==> src/rtl/core/rgb_sobel_edge_magnitude_macros.svh <==
// Assertion macros for the Sobel edge magnitude block.
// Used by the top level; expects clk and rst in scope.
`ifndef RGB_SOBEL_EDGE_MAGNITUDE_MACROS_SVH
`define RGB_SOBEL_EDGE_MAGNITUDE_MACROS_SVH

// Same-cycle implication, disabled in reset.
`define RSE_ASSERT_NOW(lbl, ante, cons, msg) \
  lbl: assert property (@(posedge clk) disable iff (rst) (ante) |-> (cons)) else $error(msg);

// Next-cycle implication, disabled in reset.
`define RSE_ASSERT_NEXT(lbl, ante, cons, msg) \
  lbl: assert property (@(posedge clk) disable iff (rst) (ante) |=> (cons)) else $error(msg);

`endif

==> src/rtl/core/rse_pkg.sv <==
// Shared types and constants for the Sobel edge magnitude block.
// No dependencies.
package rse_pkg;

  localparam int MAX_LINE    = 4096;
  localparam int COL_W       = $clog2(MAX_LINE);
  localparam int DIM_W       = 13;
  localparam int QUEUE_DEPTH = 2;
  localparam int QPTR_W      = $clog2(QUEUE_DEPTH);
  localparam int QCNT_W      = $clog2(QUEUE_DEPTH + 1);

  localparam logic [DIM_W-1:0] DIM_MIN    = 13'd3;
  localparam logic [DIM_W-1:0] WIDTH_MAX  = DIM_W'(MAX_LINE);
  localparam logic [DIM_W-1:0] HEIGHT_MAX = 13'd4096;

  localparam logic [1:0] REG_FRAME_WIDTH  = 2'd0;
  localparam logic [1:0] REG_FRAME_HEIGHT = 2'd1;
  localparam logic [1:0] REG_ALPHA_MODE   = 2'd2;

  localparam logic [1:0] CH_LAST = 2'd2;

  // One interior pixel ready for the edge unit: the 3x3 colour window,
  // row-major top row first, plus the output alpha and position.
  typedef struct packed {
    logic [8:0][23:0] rgb;
    logic [7:0]       alpha;
    logic [11:0]      col;
    logic [11:0]      row;
    logic             last;
  } rse_job_t;

  function automatic logic [DIM_W-1:0] clamp_dim(input logic [DIM_W-1:0] v,
                                                 input logic [DIM_W-1:0] hi);
    if (v < DIM_MIN) return DIM_MIN;
    if (v > hi) return hi;
    return v;
  endfunction

endpackage

==> src/rtl/core/rse_queue.sv <==
// Short job queue between front and back ends.
// Depends on rse_pkg for the job type and depth.
module rse_queue import rse_pkg::*; (
  input  logic     clk,
  input  logic     rst,
  input  logic     push,
  input  rse_job_t job_in,
  output logic     full,
  input  logic     pop,
  output rse_job_t job_out,
  output logic     empty
);

  rse_job_t            slots [QUEUE_DEPTH];
  logic [QPTR_W-1:0]   wptr, rptr;
  logic [QCNT_W-1:0]   count;

  always_ff @(posedge clk) begin
    if (push) slots[wptr] <= job_in;
  end

  always_ff @(posedge clk) begin
    if (rst) begin
      wptr  <= '0;
      rptr  <= '0;
      count <= '0;
    end else begin
      if (push) wptr <= wptr + QPTR_W'(1);
      if (pop)  rptr <= rptr + QPTR_W'(1);
      count <= count + QCNT_W'(push) - QCNT_W'(pop);
    end
  end

  assign full    = (count == QCNT_W'(QUEUE_DEPTH));
  assign empty   = (count == '0);
  assign job_out = slots[rptr];

endmodule

==> config.mk <==
export PLATFORM = sky130hd
export DESIGN_NAME = rse_queue
export DESIGN_NICKNAME = d
export VERILOG_FILES = /design/src/rtl/core/rgb_sobel_edge_magnitude_macros.svh /design/src/rtl/core/rse_pkg.sv /design/src/rtl/core/rse_queue.sv
export SDC_FILE = /design/constraint.sdc
export NUM_CORES = 1
export LEC_CHECK = 0
export ABC_AREA = 0
export BUFFER_PORTS_ARGS = -buffer_cell sky130_fd_sc_hd__buf_2
export CORE_AREA = 2 2 195 197
export CTS_BUF_LIST = sky130_fd_sc_hd__clkbuf_8
export CTS_CLUSTER_SIZE = 10
export DETAILED_ROUTE_END_ITERATION = 6
export DIE_AREA = 0 0 197 199
export PLACE_DENSITY = 0.78
export SLEW_MARGIN = 10
export SYNTH_ARGS = -nofsm -noshare
export SYNTH_HDL_FRONTEND = slang
export SYNTH_SLANG_ARGS = --single-unit
==> constraint.sdc <==
create_clock -name clk -period 20.4 [get_ports clk]
set_input_delay 4.08 -clock clk [delete_from_list [all_inputs] [get_ports clk]]
set_output_delay 4.08 -clock clk [all_outputs]
set_load 0.05 [all_outputs]
==> results.tsv <==
metric	value	unit
synth_top_cell_by_area	edfxtp_1	
powerDensity	106	nW/um^2
cts_tree	built	
final_common_cell	buf_2	
insertion_delay	620	ps
dieWidth	197	um
totalNegativeSetupSlack	0	ps
areaGrowthSynthToFinish	23.3	%
final_cell_mix	503 x buf_2, 498 x edfxtp_1, 202 x mux2_4, 84 x clkbuf_8, 47 x mux2_2	
dp.cells	1754	
die_h	199	um
path_clk_slew	60	ps
drc	0	
fin_cells	1905	
required	16320	ps
criticalPathCategory	flop to primary output	
rsz0062_at_grt	false	
fill_cells	2624	
final_antenna_net_count	0	
period_share	38.9	%
drtIter0Drc	327	
port_buffers	503	
grt_pass1_vias	9851	
endpoint_kind	primary output	
maxCapViolations	0	
synth.distinct_cells	13	
p_total	2480	uW
ff_latch_area	15100	um^2
antenna_found_initial	10	
drive_gt1_share	61.1	%
maxSlewViolCount	0	
synth.top_cell.area_share	78.6	%
final_util	63.2	%
dp_hpwl	26.7	mm
slowest_stage	buf_4	
nets	1618	
fin_hold_ws	549	ps
cp_common_cell	buf_4	
grt_pass1_wl	55.7	mm
relSlewSlack	25.3	%
cp-start-kind	flop	
via_per_inst	4.95	
multiInputGateArea	3680	um^2
cts_sinks	503	
leakagePower	0.00935	uW
htree_levels	3	
cp_max_fo	57	
ys_warn_count	0	
netlist_top_cells_area	edfxtp_1 79%, mux2_4 16%, mux2_2 2.8%, buf_6 1.5%, dfxtp_1 0.53%	
syn_inst	796	
timing.fmax	126	MHz
start_util	51.2	%
post_cts_resized	0	
whs_path_depth	2	
postCtsSetupBuffers	0	
drt-wirelength-per-cell	20.6	um
skew	31.3	ps
finalHoldViolCount	0	
hold_path_class	flop to flop	
netlist_area	19000	um^2
synth_fp_nets	1051	
die_area	39200	um^2
max_stage_delay	890	ps
critPathArrivalTime	3850	ps
rows	71	
cp_cell_sequence	buf_4 > buf_4 > mux2_4 > buf_2	
track_usage	19.3	%
setup_viol	0	
status	completed	
worst_r2r_path_depth	3	
yosysSeqAreaShare	79.1	%
clockRootBuffer	clkbuf_8	
finalWeightedCongestion	0.831	
wl	39.3	mm
grt_start_max_net_pins	175	
ys_ff_latch	503	
vias	9436	
ios	504	
peakVddDrop	86.2	uV
period_needed	7930	ps
cts.path.max_buffers	3	
worst_pin_slew	1120	ps
dr.pass1.iters	4	
postSynthAreaPerCell	23.9	um^2
cts_buffers	81	
core_area	37100	um^2
postCtsHoldBufs	0	
grt-ovfl-total	0	
routing by layer:
metal,track usage (%),part of all wire (%)
met1,21.6,38
met2,33.1,50
met3,6.68,8.8
met4,9.47,3.1
met5,0,0
metrics by stage:
stage | setup WS, ps | instance area (um^2)
detailed placement | 13080 | 21900
global route | 12260 | 23500
floorplan | 4710 | 19000
global placement | 13130 | 21900
finish | 12470 | 23500
CTS | 12380 | 23400
cells in the mapped netlist (all sizes together):
master	count
mux2	249
xnor2	2
nor2b	3
ha	2
nor2	5
inv	2
edfxtp	498
xnor3	1
buf	28
dfxtp	5
and2	1
kinds of logic after synthesis:
group | count (synthesis) | share of synthesized area [%]
XOR/XNOR | 3 | 0.210
adder cells (fa/ha/maj) | 2 | 0.131
buffers and inverters | 30 | 1.60
flip-flops | 503 | 79.1
multiplexers | 249 | 18.7
AND/OR/NAND/NOR | 9 | 0.230
layout make-up:
type / instances / share of cell area [%]
clock buffer: 84 / 4.93
sequential: 503 / 64.2
antenna: 10 / 0.107
inverter: 2 / 0.0320
clock inverter: 57 / 1.49
timing repair buffer: 512 / 11.1
multi-input combinational: 263 / 15.7
tap: 474 / 2.53
sequential cells by signal (all words and copies together) (netlist names), named ones only:
register / count
slots: 498
count: 2
rptr: 1
wptr: 1
worst max-delay path: cells and delay by family, from the launching register on:
kind	cells	cell delay, ps
buf+inv	3	1850
flops	1	880
mux	1	360
worst paths after layout:
kind | to | slack, ps | from
hold reg to reg | rptr | 550 | rptr
setup / recovery | job_out[144] | 12470 | flop
hold / removal | rptr | 550 | rptr
setup reg to reg | slots[1][243] | 17190 | wptr
power breakdown:
| group | internal [uW] | switching (uW) |
|---|---|---|
| Combinational | 141 | 307 |
| Sequential | 1210 | 21.6 |
| Clock | 432 | 373 |
No activity file was read; power rests on OpenSTA's default activity.
