[config.mk]
export PLATFORM = sky130hd
export DESIGN_NAME = rse_back
export DESIGN_NICKNAME = d
export VERILOG_FILES = /design/src/rtl/core/rgb_sobel_edge_magnitude_macros.svh /design/src/rtl/core/rse_pkg.sv /design/src/rtl/core/rse_back.sv
export SDC_FILE = /design/constraint.sdc
export NUM_CORES = 1
export LEC_CHECK = 0
export BUFFER_PORTS_ARGS = -buffer_cell sky130_fd_sc_hd__clkbuf_2
export CAP_MARGIN = 30
export CORE_AREA = 3 3 324 246
export CTS_CLUSTER_SIZE = 28
export DETAILED_ROUTE_END_ITERATION = 16
export DIE_AREA = 0 0 327 249
export PLACE_DENSITY_LB_ADDON = 0.1
export SYNTH_ARGS = -nofsm -noshare
export SYNTH_HDL_FRONTEND = slang
export SYNTH_SLANG_ARGS = --single-unit
export TNS_END_PERCENT = 30
[constraint.sdc]
create_clock -name clk -period 41.7 [get_ports clk]
set_input_delay 4.17 -clock clk [delete_from_list [all_inputs] [get_ports clk]]
set_output_delay 4.17 -clock clk [all_outputs]
set_load 0.01 [all_outputs]
[src/rtl/core/rgb_sobel_edge_magnitude_macros.svh]
// Assertion macros for the Sobel edge magnitude block.
// Used by the top level; expects clk and rst in scope.
`ifndef RGB_SOBEL_EDGE_MAGNITUDE_MACROS_SVH
`define RGB_SOBEL_EDGE_MAGNITUDE_MACROS_SVH

// Same-cycle implication, disabled in reset.
`define RSE_ASSERT_NOW(lbl, ante, cons, msg) \
  lbl: assert property (@(posedge clk) disable iff (rst) (ante) |-> (cons)) else $error(msg);

// Next-cycle implication, disabled in reset.
`define RSE_ASSERT_NEXT(lbl, ante, cons, msg) \
  lbl: assert property (@(posedge clk) disable iff (rst) (ante) |=> (cons)) else $error(msg);

`endif

[src/rtl/core/rse_pkg.sv]
// Shared types and constants for the Sobel edge magnitude block.
// No dependencies.
package rse_pkg;

  localparam int MAX_LINE    = 4096;
  localparam int COL_W       = $clog2(MAX_LINE);
  localparam int DIM_W       = 13;
  localparam int QUEUE_DEPTH = 2;
  localparam int QPTR_W      = $clog2(QUEUE_DEPTH);
  localparam int QCNT_W      = $clog2(QUEUE_DEPTH + 1);

  localparam logic [DIM_W-1:0] DIM_MIN    = 13'd3;
  localparam logic [DIM_W-1:0] WIDTH_MAX  = DIM_W'(MAX_LINE);
  localparam logic [DIM_W-1:0] HEIGHT_MAX = 13'd4096;

  localparam logic [1:0] REG_FRAME_WIDTH  = 2'd0;
  localparam logic [1:0] REG_FRAME_HEIGHT = 2'd1;
  localparam logic [1:0] REG_ALPHA_MODE   = 2'd2;

  localparam logic [1:0] CH_LAST = 2'd2;

  // One interior pixel ready for the edge unit: the 3x3 colour window,
  // row-major top row first, plus the output alpha and position.
  typedef struct packed {
    logic [8:0][23:0] rgb;
    logic [7:0]       alpha;
    logic [11:0]      col;
    logic [11:0]      row;
    logic             last;
  } rse_job_t;

  function automatic logic [DIM_W-1:0] clamp_dim(input logic [DIM_W-1:0] v,
                                                 input logic [DIM_W-1:0] hi);
    if (v < DIM_MIN) return DIM_MIN;
    if (v > hi) return hi;
    return v;
  endfunction

endpackage

[src/rtl/core/rse_back.sv]
// Back end: Sobel gradients per channel and an iterative saturating root.
// Depends on rse_pkg; drains rse_queue and drives the output register.
module rse_back import rse_pkg::*; (
  input  logic        clk,
  input  logic        rst,
  input  logic        empty,
  input  rse_job_t    job_in,
  output logic        pop,
  output logic        m_tvalid,
  input  logic        m_tready,
  output logic [55:0] m_tdata,
  output logic        m_tlast
);

  typedef enum logic [2:0] {B_IDLE, B_GRAD, B_SQ, B_SUM, B_ROOT, B_OUT} bstate_t;

  bstate_t      state;
  rse_job_t     job;
  logic [1:0]   ch;
  logic [10:0]  ax, ay;
  logic [20:0]  sqx, sqy;
  logic [20:0]  v;
  logic [7:0]   root;
  logic [2:0]   bitn;
  logic [2:0][7:0] edge_val;

  logic [8:0][7:0]   p;
  logic signed [12:0] gx, gy;
  logic [7:0]   trial;
  logic [15:0]  trial_sq;

  always_comb begin
    for (int k = 0; k < 9; k++) p[k] = job.rgb[k][8*ch +: 8];
    gx = 13'(signed'({5'd0, p[2]})) - 13'(signed'({5'd0, p[0]}))
       + 13'(signed'({4'd0, p[5], 1'b0})) - 13'(signed'({4'd0, p[3], 1'b0}))
       + 13'(signed'({5'd0, p[8]})) - 13'(signed'({5'd0, p[6]}));
    gy = 13'(signed'({5'd0, p[6]})) - 13'(signed'({5'd0, p[0]}))
       + 13'(signed'({4'd0, p[7], 1'b0})) - 13'(signed'({4'd0, p[1], 1'b0}))
       + 13'(signed'({5'd0, p[8]})) - 13'(signed'({5'd0, p[2]}));
    trial    = root | (8'd1 << bitn);
    trial_sq = trial * trial;
  end

  assign pop = (state == B_IDLE) && !empty;

  always_ff @(posedge clk) begin
    if (rst) begin
      state    <= B_IDLE;
      m_tvalid <= 1'b0;
    end else begin
      if (m_tvalid && m_tready && (state != B_OUT)) m_tvalid <= 1'b0;
      case (state)
        B_IDLE: begin
          if (!empty) begin
            job   <= job_in;
            ch    <= '0;
            state <= B_GRAD;
          end
        end
        B_GRAD: begin
          ax    <= 11'(gx < 0 ? -gx : gx);
          ay    <= 11'(gy < 0 ? -gy : gy);
          state <= B_SQ;
        end
        B_SQ: begin
          sqx   <= {10'd0, ax} * {10'd0, ax};
          sqy   <= {10'd0, ay} * {10'd0, ay};
          state <= B_SUM;
        end
        B_SUM: begin
          v     <= sqx + sqy;
          root  <= '0;
          bitn  <= 3'd7;
          state <= B_ROOT;
        end
        B_ROOT: begin
          if (v >= 21'd65025) begin
            edge_val[ch] <= 8'd255;
            ch    <= ch + 2'd1;
            state <= (ch == CH_LAST) ? B_OUT : B_GRAD;
          end else if (bitn == 3'd0) begin
            edge_val[ch] <= ({5'd0, trial_sq} <= v) ? trial : root;
            ch    <= ch + 2'd1;
            state <= (ch == CH_LAST) ? B_OUT : B_GRAD;
          end else begin
            if ({5'd0, trial_sq} <= v) root <= trial;
            bitn <= bitn - 3'd1;
          end
        end
        B_OUT: begin
          // Load the output word once the previous one has left; hold otherwise.
          if (!m_tvalid || m_tready) begin
            m_tvalid <= 1'b1;
            m_tdata  <= {job.alpha, edge_val[2], edge_val[1], edge_val[0],
                         job.row, job.col};
            m_tlast  <= job.last;
            state    <= B_IDLE;
          end
        end
        default: state <= B_IDLE;
      endcase
    end
  end

endmodule

==> results of run 1 <==
[kinds of logic after synthesis]
kind of cell	count (synthesis)	synth area share, %
AND/OR/NAND/NOR	470	8.47
adder cells (fa/ha/maj)	428	25.6
buffers and inverters	406	5.77
flip-flops	406	45.3
AO/OA/AOI/OAI	370	8.73
XOR/XNOR	110	3.59
multiplexers	69	2.59
[flip-flops by register name, indices dropped and copies added (netlist names), 8 cells and up]
name / count
ay: 11
ax: 11
job: 225
edge_val: 24
v: 21
sqy: 20
sqx: 20
root: 8
m_tdata: 56
[final timing paths]
check | from | to
worst min register to register | job[4] | m_tdata[15]
worst max register to register | bitn[0] | root[7]
worst min-delay path | job[4] | m_tdata[15]
worst max-delay path | empty | pop
[routing by layer]
layer | part of all wire [%] | routed length, um | global-route usage (%)
met1 | 47 | 28800 | 21.1
met2 | 47 | 28400 | 24.6
met3 | 3.8 | 2300 | 2.38
met4 | 2.3 | 1370 | 4.08
met5 | 0.020 | 12 | 0
[stage by stage]
step	cells	utilization [%]	cell area (sq um)	hold WS, ns
after detailed placement	3544	38.5	29500	0.405
after floorplan	2259	-	26800	0.400
after CTS	3623	40.3	30900	0.419
after global routing	3628	40.4	31000	0.423
after global placement	3540	38.4	29500	0.400
final	3628	40.4	31000	0.412
[area by class of cell]
cell class / count / area (sq um)
Antenna cell: 3 / 7.51
Clock buffer: 54 / 1180
Clock inverter: 25 / 193
Fill cell: 7415 / 45800
Inverter: 343 / 1290
Multi-Input combinational cell: 1447 / 13200
Sequential cell: 406 / 12200
Tap cell: 1035 / 1290
Timing Repair Buffer: 315 / 1700
[synthesized netlist by cell type, drive strengths merged (4+ instances only)]
master | number | share of area (%)
nand2b | 21 | 0.49
o211ai | 30 | 0.88
inv | 342 | 4.8
and2 | 66 | 1.5
clkbuf | 45 | 0.63
o21a | 18 | 0.50
o21bai | 10 | 0.28
dfxtp | 4 | 0.30
nand4 | 8 | 0.19
o31a | 4 | 0.13
a21o | 39 | 1.1
nor3 | 34 | 0.63
o21ai | 65 | 1.2
nor4 | 6 | 0.14
mux2 | 4 | 0.17
nor2b | 27 | 0.63
nor2 | 129 | 1.8
mux2i | 65 | 2.4
a21oi | 126 | 2.4
or3 | 7 | 0.16
or2 | 11 | 0.26
a211oi | 17 | 0.48
ha | 228 | 11
edfxtp | 402 | 45
o31ai | 7 | 0.20
nand3 | 18 | 0.34
xnor2 | 65 | 2.1
fa | 200 | 15
nand2 | 122 | 1.7
a31oi | 20 | 0.47
xor2 | 45 | 1.5
and3 | 9 | 0.21
buf | 18 | 0.34
[worst max-delay path, stage by stage]
cell	delay (ns)
clkbuf_2	0.09
or3_1	0.33
nor2_1	0.10
clkbuf_2	0.15
[layout by cell type, fill, tap and decap left out, drive strengths merged, types with 9 or more instances in the layout]
master / instances
and2: 66
clkbuf: 341
o21ai: 65
and3: 9
clkinv: 22
nand2: 122
a211oi: 17
xnor2: 65
mux2i: 65
xor2: 45
fa: 200
o21bai: 10
nand2b: 21
nor3: 34
a21o: 39
a31oi: 20
or2: 11
a21oi: 126
o21a: 18
edfxtp: 402
nor2b: 27
nor2: 129
ha: 228
inv: 345
nand3: 18
buf: 28
o211ai: 30
==> flow_metrics.env, run 1 <==
export IMPL_status="completed"
export IMPL_dp_slack_ns=32.67
export IMPL_hp_class="register to register"
export IMPL_totalWireLength_um=60900
export IMPL_clockRootBuffer="clkbuf_16"
export IMPL_worst_pin_slew_ns=0.902
export IMPL_fin_setup_tns_ns=0
export IMPL_cts_hold_buf=0
export IMPL_core_area_sq_mm=0.0767
export IMPL_syn_inst=2259
export IMPL_synth_edff_count=402
export IMPL_synthArstFlopShare_pct=0
export IMPL_initial_core_util_pct=35.0
export IMPL_globalplace_congestion=0.846
export IMPL_clkSlewWorstSetupHoldPaths_ns=0.06
export IMPL_dp_hpwl_um=47400
export IMPL_slew_viol_final=0
export IMPL_cts_resized=0
export IMPL_num_vias=17100
export IMPL_synth_seq_cells=406
export IMPL_port_buffers=287
export IMPL_drive_gt1_share_pct=15.6
export IMPL_holdPathStages=0
export IMPL_row_count=88
export IMPL_numCtsBuffers=46
export IMPL_seq_area_frac_synth_pct=45.3
export IMPL_timing_worst_setup_path_type="input pin to primary output"
export IMPL_period_needed_ns=9.02
export IMPL_slew_headroom_pct=39.9
export IMPL_nNetsFinal=3240
export IMPL_r2r_slack_ns=33.87
export IMPL_synth_flop_cell="edfxtp_1"
export IMPL_finalCritPeriodShare_pct=21.6
export IMPL_wl_per_cell_um=16.8
export IMPL_r2r_cells=27
export IMPL_cts_buffer_depth=3
export IMPL_first_pass_iters=5
export IMPL_crit_path_start_kind="input pin"
export IMPL_viasPerCell=4.70
export IMPL_ys_warn_count=0
export IMPL_h_tree_depth=2
export IMPL_antenna_found_initial=4
export IMPL_die_y_um=249
export IMPL_grt_max_degree=81
export IMPL_finalHoldViolations=0
export IMPL_die_area_sq_mm=0.0814
export IMPL_rsz0062_at_grt="no"
export IMPL_setup_viol=0
export IMPL_grt_first_pass_wirelength_um=98900
export IMPL_cts_tree="built"
export IMPL_avgSynthCellArea_sq_um=11.9
export IMPL_cts_sinks=406
export IMPL_die_w_um=327
export IMPL_final_antenna_net_count=0
export IMPL_syn_area_sq_mm=0.0268
export IMPL_grt_overflow=0
export IMPL_ys_types=69
export IMPL_cp_end_kind="primary output"
export IMPL_finalWorstSetupSlack_ns=32.68
export IMPL_area_delta_synth_final_pct=15.5
export IMPL_drcViolationCount=0
export IMPL_cp_arrival_ns=4.85
export IMPL_cp_max_fo=2
export IMPL_cts_setup_buffers=0
export IMPL_grt_usage_pct=15.1
export IMPL_max_cap_violations=0
export IMPL_clkLatencyLatePin_ns=0.60
export IMPL_num_io_pins=312
export IMPL_max_freq_ghz=0.111
export IMPL_synth_fp_nets=2940
export IMPL_drt_iter0_markers=917
export IMPL_required_ns=37.53
export IMPL_skew_ns=0.0499
export IMPL_grt_pass1_vias=17900
Power of run 1 is left out: the tool's default activity adds up to more than one toggle a clock period on the data nets, which glitch-free logic cannot reach.
==> inputs of run 2 (changes only) <==
clock period = 7.51 ns   (was 41.7 ns; I/O delays follow)
==> run 2 against run 1 <==
  * Via count rose by 0.82%
  * Sequential share of layout area fell by 0.48 points
  * Register-to-register slack got worse by 33 ns
  * Setup slack got worse by 32 ns
  * Clock skew fell by 0.017 ns
  * Global-route usage fell by 0.094 points
  * Die area did not move
  * First-iteration DRC count rose by 5.7%
==> flow_metrics.env, run 2 (synthesized netlist as in run 1, its figures left out) <==
export IMPL_status="completed"
export IMPL_clkLatencyLatePin_ns=0.59
export IMPL_viasPerCell=4.71
export IMPL_drt_iter0_markers=969
export IMPL_rsz0062_at_grt="no"
export IMPL_largest_reg_flops=225
export IMPL_critPathTopFamily="adder cells"
export IMPL_setup_viol=0
export IMPL_worst_pin_slew_ns=1.27
export IMPL_area_delta_synth_final_pct=16.9
export IMPL_largestRegisters="job: 225 flops, m_tdata: 56 flops, edge_val: 24 flops"
export IMPL_core_area_sq_mm=0.0767
export IMPL_dpl_cell_area_sq_mm=0.0297
export IMPL_nNetsFinal=3262
export IMPL_port_buffers=287
export IMPL_num_vias=17200
export IMPL_fin_setup_tns_ns=0
export IMPL_cp_buffers_inverters=6
export IMPL_cts_buffer_depth=3
export IMPL_finalCritPeriodShare_pct=94.9
export IMPL_cp_arrival_ns=7.53
export IMPL_crit_path_start_kind="register"
export IMPL_cp_slowest_cell="fa_1"
export IMPL_grt_first_pass_wirelength_um=98200
export IMPL_finalHoldViolations=0
export IMPL_clkSlewWorstSetupHoldPaths_ns=0.06
export IMPL_wl_per_cell_um=16.7
export IMPL_clockRootBuffer="clkbuf_16"
export IMPL_drive_gt1_share_pct=17.1
export IMPL_cp_max_fo=24
export IMPL_globalplace_congestion=0.823
export IMPL_antenna_found_initial=1
export IMPL_first_pass_iters=8
export IMPL_fin_area_sq_mm=0.0314
export IMPL_multi_input_area_sq_mm=0.0132
export IMPL_cp_end_kind="register"
export IMPL_mostFrequentLayoutCells="edfxtp_1 (402), inv_1 (341), clkbuf_2 (287), ha_1 (226), fa_1 (200)"
export IMPL_num_antenna_cells=0
export IMPL_die_y_um=249
export IMPL_max_freq_ghz=0.140
export IMPL_final_common_cell="edfxtp_1"
export IMPL_slew_headroom_pct=15.0
export IMPL_totalWireLength_um=61100
export IMPL_row_count=88
export IMPL_critical_path_max_stage_delay_ns=0.55
export IMPL_grt_usage_pct=15.0
export IMPL_grt_pass1_vias=18100
export IMPL_slew_viol_final=0
export IMPL_hp_class="input pin to register"
export IMPL_final_core_util_pct=40.9
export IMPL_grt_max_degree=184
export IMPL_timing_worst_setup_path_type="register to register"
export IMPL_final_antenna_net_count=0
export IMPL_skew_ns=0.0326
export IMPL_period_needed_ns=7.13
export IMPL_cts_tree="built"
export IMPL_fillers=7392
export IMPL_regArea_sq_mm=0.0122
export IMPL_initial_core_util_pct=35.0
export IMPL_drcViolationCount=0
export IMPL_finalWorstSetupSlack_ns=0.384
export IMPL_critPathMostFrequentCell="fa_1"
export IMPL_max_cap_violations=0
export IMPL_h_tree_depth=2
export IMPL_dp_slack_ns=0.0796
export IMPL_die_area_sq_mm=0.0814
export IMPL_numCtsBuffers=46
export IMPL_cts_sinks=406
export IMPL_regMostFlops="job"
export IMPL_dp_hpwl_um=48600
export IMPL_required_ns=7.92
export IMPL_die_w_um=327
export IMPL_grt_overflow=0
export IMPL_num_io_pins=312
-- run 2: cell types whose count changed in the layout (fill, tap and decap cells not counted), sizes merged --
cell,change
diode,-3
clkinv,-3
bufinv,+4
clkinvlp,+6
buf,+22
-- run 2: through the flow --
step	cells	hold slack (ns)
CTS	3650	0.280
floorplan	2259	0.400
detailed placement	3564	0.405
finish	3654	0.332
global route	3654	0.292
global placement	3559	0.400
-- run 2: what timing repair did --
item | in CTS | in global routing
gates resized for setup | 0 | 15
setup endpoints to repair | 0 | 32
hold endpoints to repair | 0 | 0
hold buffers | 0 | 0
setup buffers | 0 | 4
-- run 2: metal layers --
layer / vias to the layer above / GRT usage (%) / share of wire, % / routed length [um]
met5: - / 0 / 0.021 / 13
met4: 2 / 3.56 / 2.0 / 1240
met3: 71 / 2.17 / 4.0 / 2440
met2: 343 / 25.1 / 48 / 29100
met1: 8359 / 20.7 / 46 / 28200
li1: 8428 / - / - / -
-- run 2: path summary, 6_finish.rpt --
path                    from          end  slack (ns)  depth (start not counted)
hold reg to reg      job[27]  m_tdata[50]        0.41                          0
setup / recovery     bitn[1]      root[1]        0.38                         27
setup reg to reg     bitn[1]      root[1]        0.38                         27
hold / removal    job_in[80]      job[80]        0.33                          1
-- run 2: area by class of cell --
class	count	area share, %
Inverter	343	4.12
Sequential cell	406	38.8
Clock inverter	32	1.12
Multi-Input combinational cell	1447	42.1
Tap cell	1035	4.13
Clock buffer	54	3.77
Timing Repair Buffer	337	5.98
-- run 2: worst register-to-register path, stage by stage (launching register included) --
cell and delay, ns:
edfxtp_1 0.42, inv_1 0.13, ha_2 0.23, a21o_1 0.23, clkinvlp_4 0.20, nor2_4 0.14
fa_1 0.42, fa_1 0.55, inv_1 0.05, fa_1 0.50, fa_1 0.54, inv_1 0.04
ha_1 0.29, or2_2 0.31, a21oi_1 0.14, a21oi_1 0.09, a211oi_2 0.29, a21oi_1 0.11
xor2_1 0.16, ha_1 0.31, nand4_1 0.10, or3_1 0.39, buf_4 0.14, or4_1 0.53
o211ai_4 0.14, nor2_4 0.09, buf_8 0.17, a211oi_1 0.24
Power of run 2 is left out for the same reason.
==> inputs of run 3 (changes only) <==
CORE_AREA = 3 3 311 237   (was 3 3 324 246)
DIE_AREA = 0 0 314 240   (was 0 0 327 249)
==> run 3 against run 2 <==
  * Wire length down 2.1%
  * Setup slack worse by 0.019 ns
  * Design area down 0.45%
  * Hold slack worse by 0.0025 ns
  * Global-route usage up 0.88 points
  * Critical path depth unchanged
  * Highest routed layer unchanged
  * Clock skew down 0.0072 ns
  * Non-clock buffer count down 5
  * Die area down 7.4%
  * Sequential share of layout area up 0.17 points
  * Clock-buffer cell count up 3
==> flow_metrics.env, run 3 (synthesized netlist as in run 1, its figures left out) <==
export IMPL_area_delta_synth_final_pct=16.4
export IMPL_dp_slack_ns=0.143
export IMPL_num_vias=17000
export IMPL_largest_reg_flops=225
export IMPL_slew_headroom_pct=23.9
export IMPL_cp_slowest_cell="fa_1"
export IMPL_period_needed_ns=7.15
export IMPL_totalWireLength_um=59800
export IMPL_first_pass_iters=5
export IMPL_cp_arrival_ns=7.54
export IMPL_grt_pass1_vias=18000
export IMPL_cp_end_kind="register"
export IMPL_mostFrequentLayoutCells="edfxtp_1 (402), inv_1 (342), clkbuf_2 (287), ha_1 (228), fa_1 (200)"
export IMPL_drt_iter0_markers=915
export IMPL_skew_ns=0.0254
export IMPL_globalplace_congestion=0.855
export IMPL_worst_pin_slew_ns=1.14
export IMPL_finalWorstSetupSlack_ns=0.365
export IMPL_setup_viol=0
export IMPL_cts_tree="built"
export IMPL_critical_path_max_stage_delay_ns=0.54
export IMPL_numCtsBuffers=46
export IMPL_cts_sinks=406
export IMPL_drcViolationCount=0
export IMPL_clkSlewWorstSetupHoldPaths_ns=0.06
export IMPL_hp_class="input pin to register"
export IMPL_port_buffers=287
export IMPL_antenna_found_initial=4
export IMPL_largestRegisters="job: 225 flops, m_tdata: 56 flops, edge_val: 24 flops"
export IMPL_fin_setup_tns_ns=0
export IMPL_row_count=85
export IMPL_h_tree_depth=2
export IMPL_die_w_um=314
export IMPL_grt_overflow=0
export IMPL_max_cap_violations=0
export IMPL_grt_usage_pct=15.9
export IMPL_cp_max_fo=23
export IMPL_clkLatencyLatePin_ns=0.59
export IMPL_die_area_sq_mm=0.0754
export IMPL_final_antenna_net_count=0
export IMPL_nNetsFinal=3257
export IMPL_rsz0062_at_grt="no"
export IMPL_crit_path_start_kind="register"
export IMPL_wl_per_cell_um=16.7
export IMPL_grt_first_pass_wirelength_um=95900
export IMPL_core_area_sq_mm=0.0711
export IMPL_drive_gt1_share_pct=16.5
export IMPL_num_io_pins=312
export IMPL_finalCritPeriodShare_pct=95.1
export IMPL_max_freq_ghz=0.140
export IMPL_slew_viol_final=0
export IMPL_cts_hold_buf=0
export IMPL_regMostFlops="job"
export IMPL_status="completed"
export IMPL_cts_buffer_depth=3
export IMPL_initial_core_util_pct=37.7
export IMPL_viasPerCell=4.77
export IMPL_grt_max_degree=179
export IMPL_final_common_cell="edfxtp_1"
export IMPL_die_y_um=240
export IMPL_timing_worst_setup_path_type="register to register"
export IMPL_required_ns=7.90
export IMPL_clockRootBuffer="clkbuf_16"
export IMPL_dp_hpwl_um=47200
export IMPL_finalHoldViolations=0
export IMPL_dpl_cell_area_sq_mm=0.0296
export IMPL_fin_area_sq_mm=0.0312
## run 3: layer usage
metal  track usage [%]  up-vias  wire (um)
li1                  -     8409          -
met1              21.8     8274      27800
met2              26.6      290      28600
met3              2.50       66       2290
met4              3.97        2       1130
met5                 0        -         13
## run 3: repair_timing
| action | 4_1_cts | 5_1_grt |
|---|---|---|
| resized for setup | 0 | 8 |
| buffers inserted | 0 | 1 |
| endpoints found under the setup margin | 0 | 29 |
## run 3: cell type report
type | count | area, sq um
repair buffers | 332 | 1820
well taps | 957 | 1200
flip-flops and latches | 406 | 12200
clock buffers | 57 | 1190
inverters | 343 | 1290
diodes | 3 | 7.51
fillers | 6687 | 39900
clock inverters | 28 | 363
multi-input cells | 1447 | 13200
## run 3: path summary, 6_finish.rpt
path / from / endpoint / slack [ns] / depth (start not counted)
worst max-delay path: bitn[0] / root[1] / 0.36 / 27
worst min-delay path: job_in[78] / job[78] / 0.33 / 1
worst max register to register: bitn[0] / root[1] / 0.36 / 27
worst min register to register: job[4] / m_tdata[15] / 0.42 / 0
## run 3: critical path, delay by kind of cell, from the launching register on
family / cells / cell delay [ns]
compound gates: 7 / 1.32
xor+xnor: 1 / 0.09
fa+ha+maj: 7 / 2.92
buf+inv: 6 / 0.64
flops: 1 / 0.45
simple gates: 6 / 1.51
## run 3: through the flow
step / hold slack [ns] / std cells / utilization, %
after floorplan: 0.400 / 2259 / -
after global placement: 0.400 / 3480 / 41.5
after detailed placement: 0.405 / 3484 / 41.6
after CTS: 0.288 / 3569 / 43.8
after global routing: 0.289 / 3573 / 43.9
final: 0.330 / 3573 / 43.9
Power of run 3 is left out for the same reason.
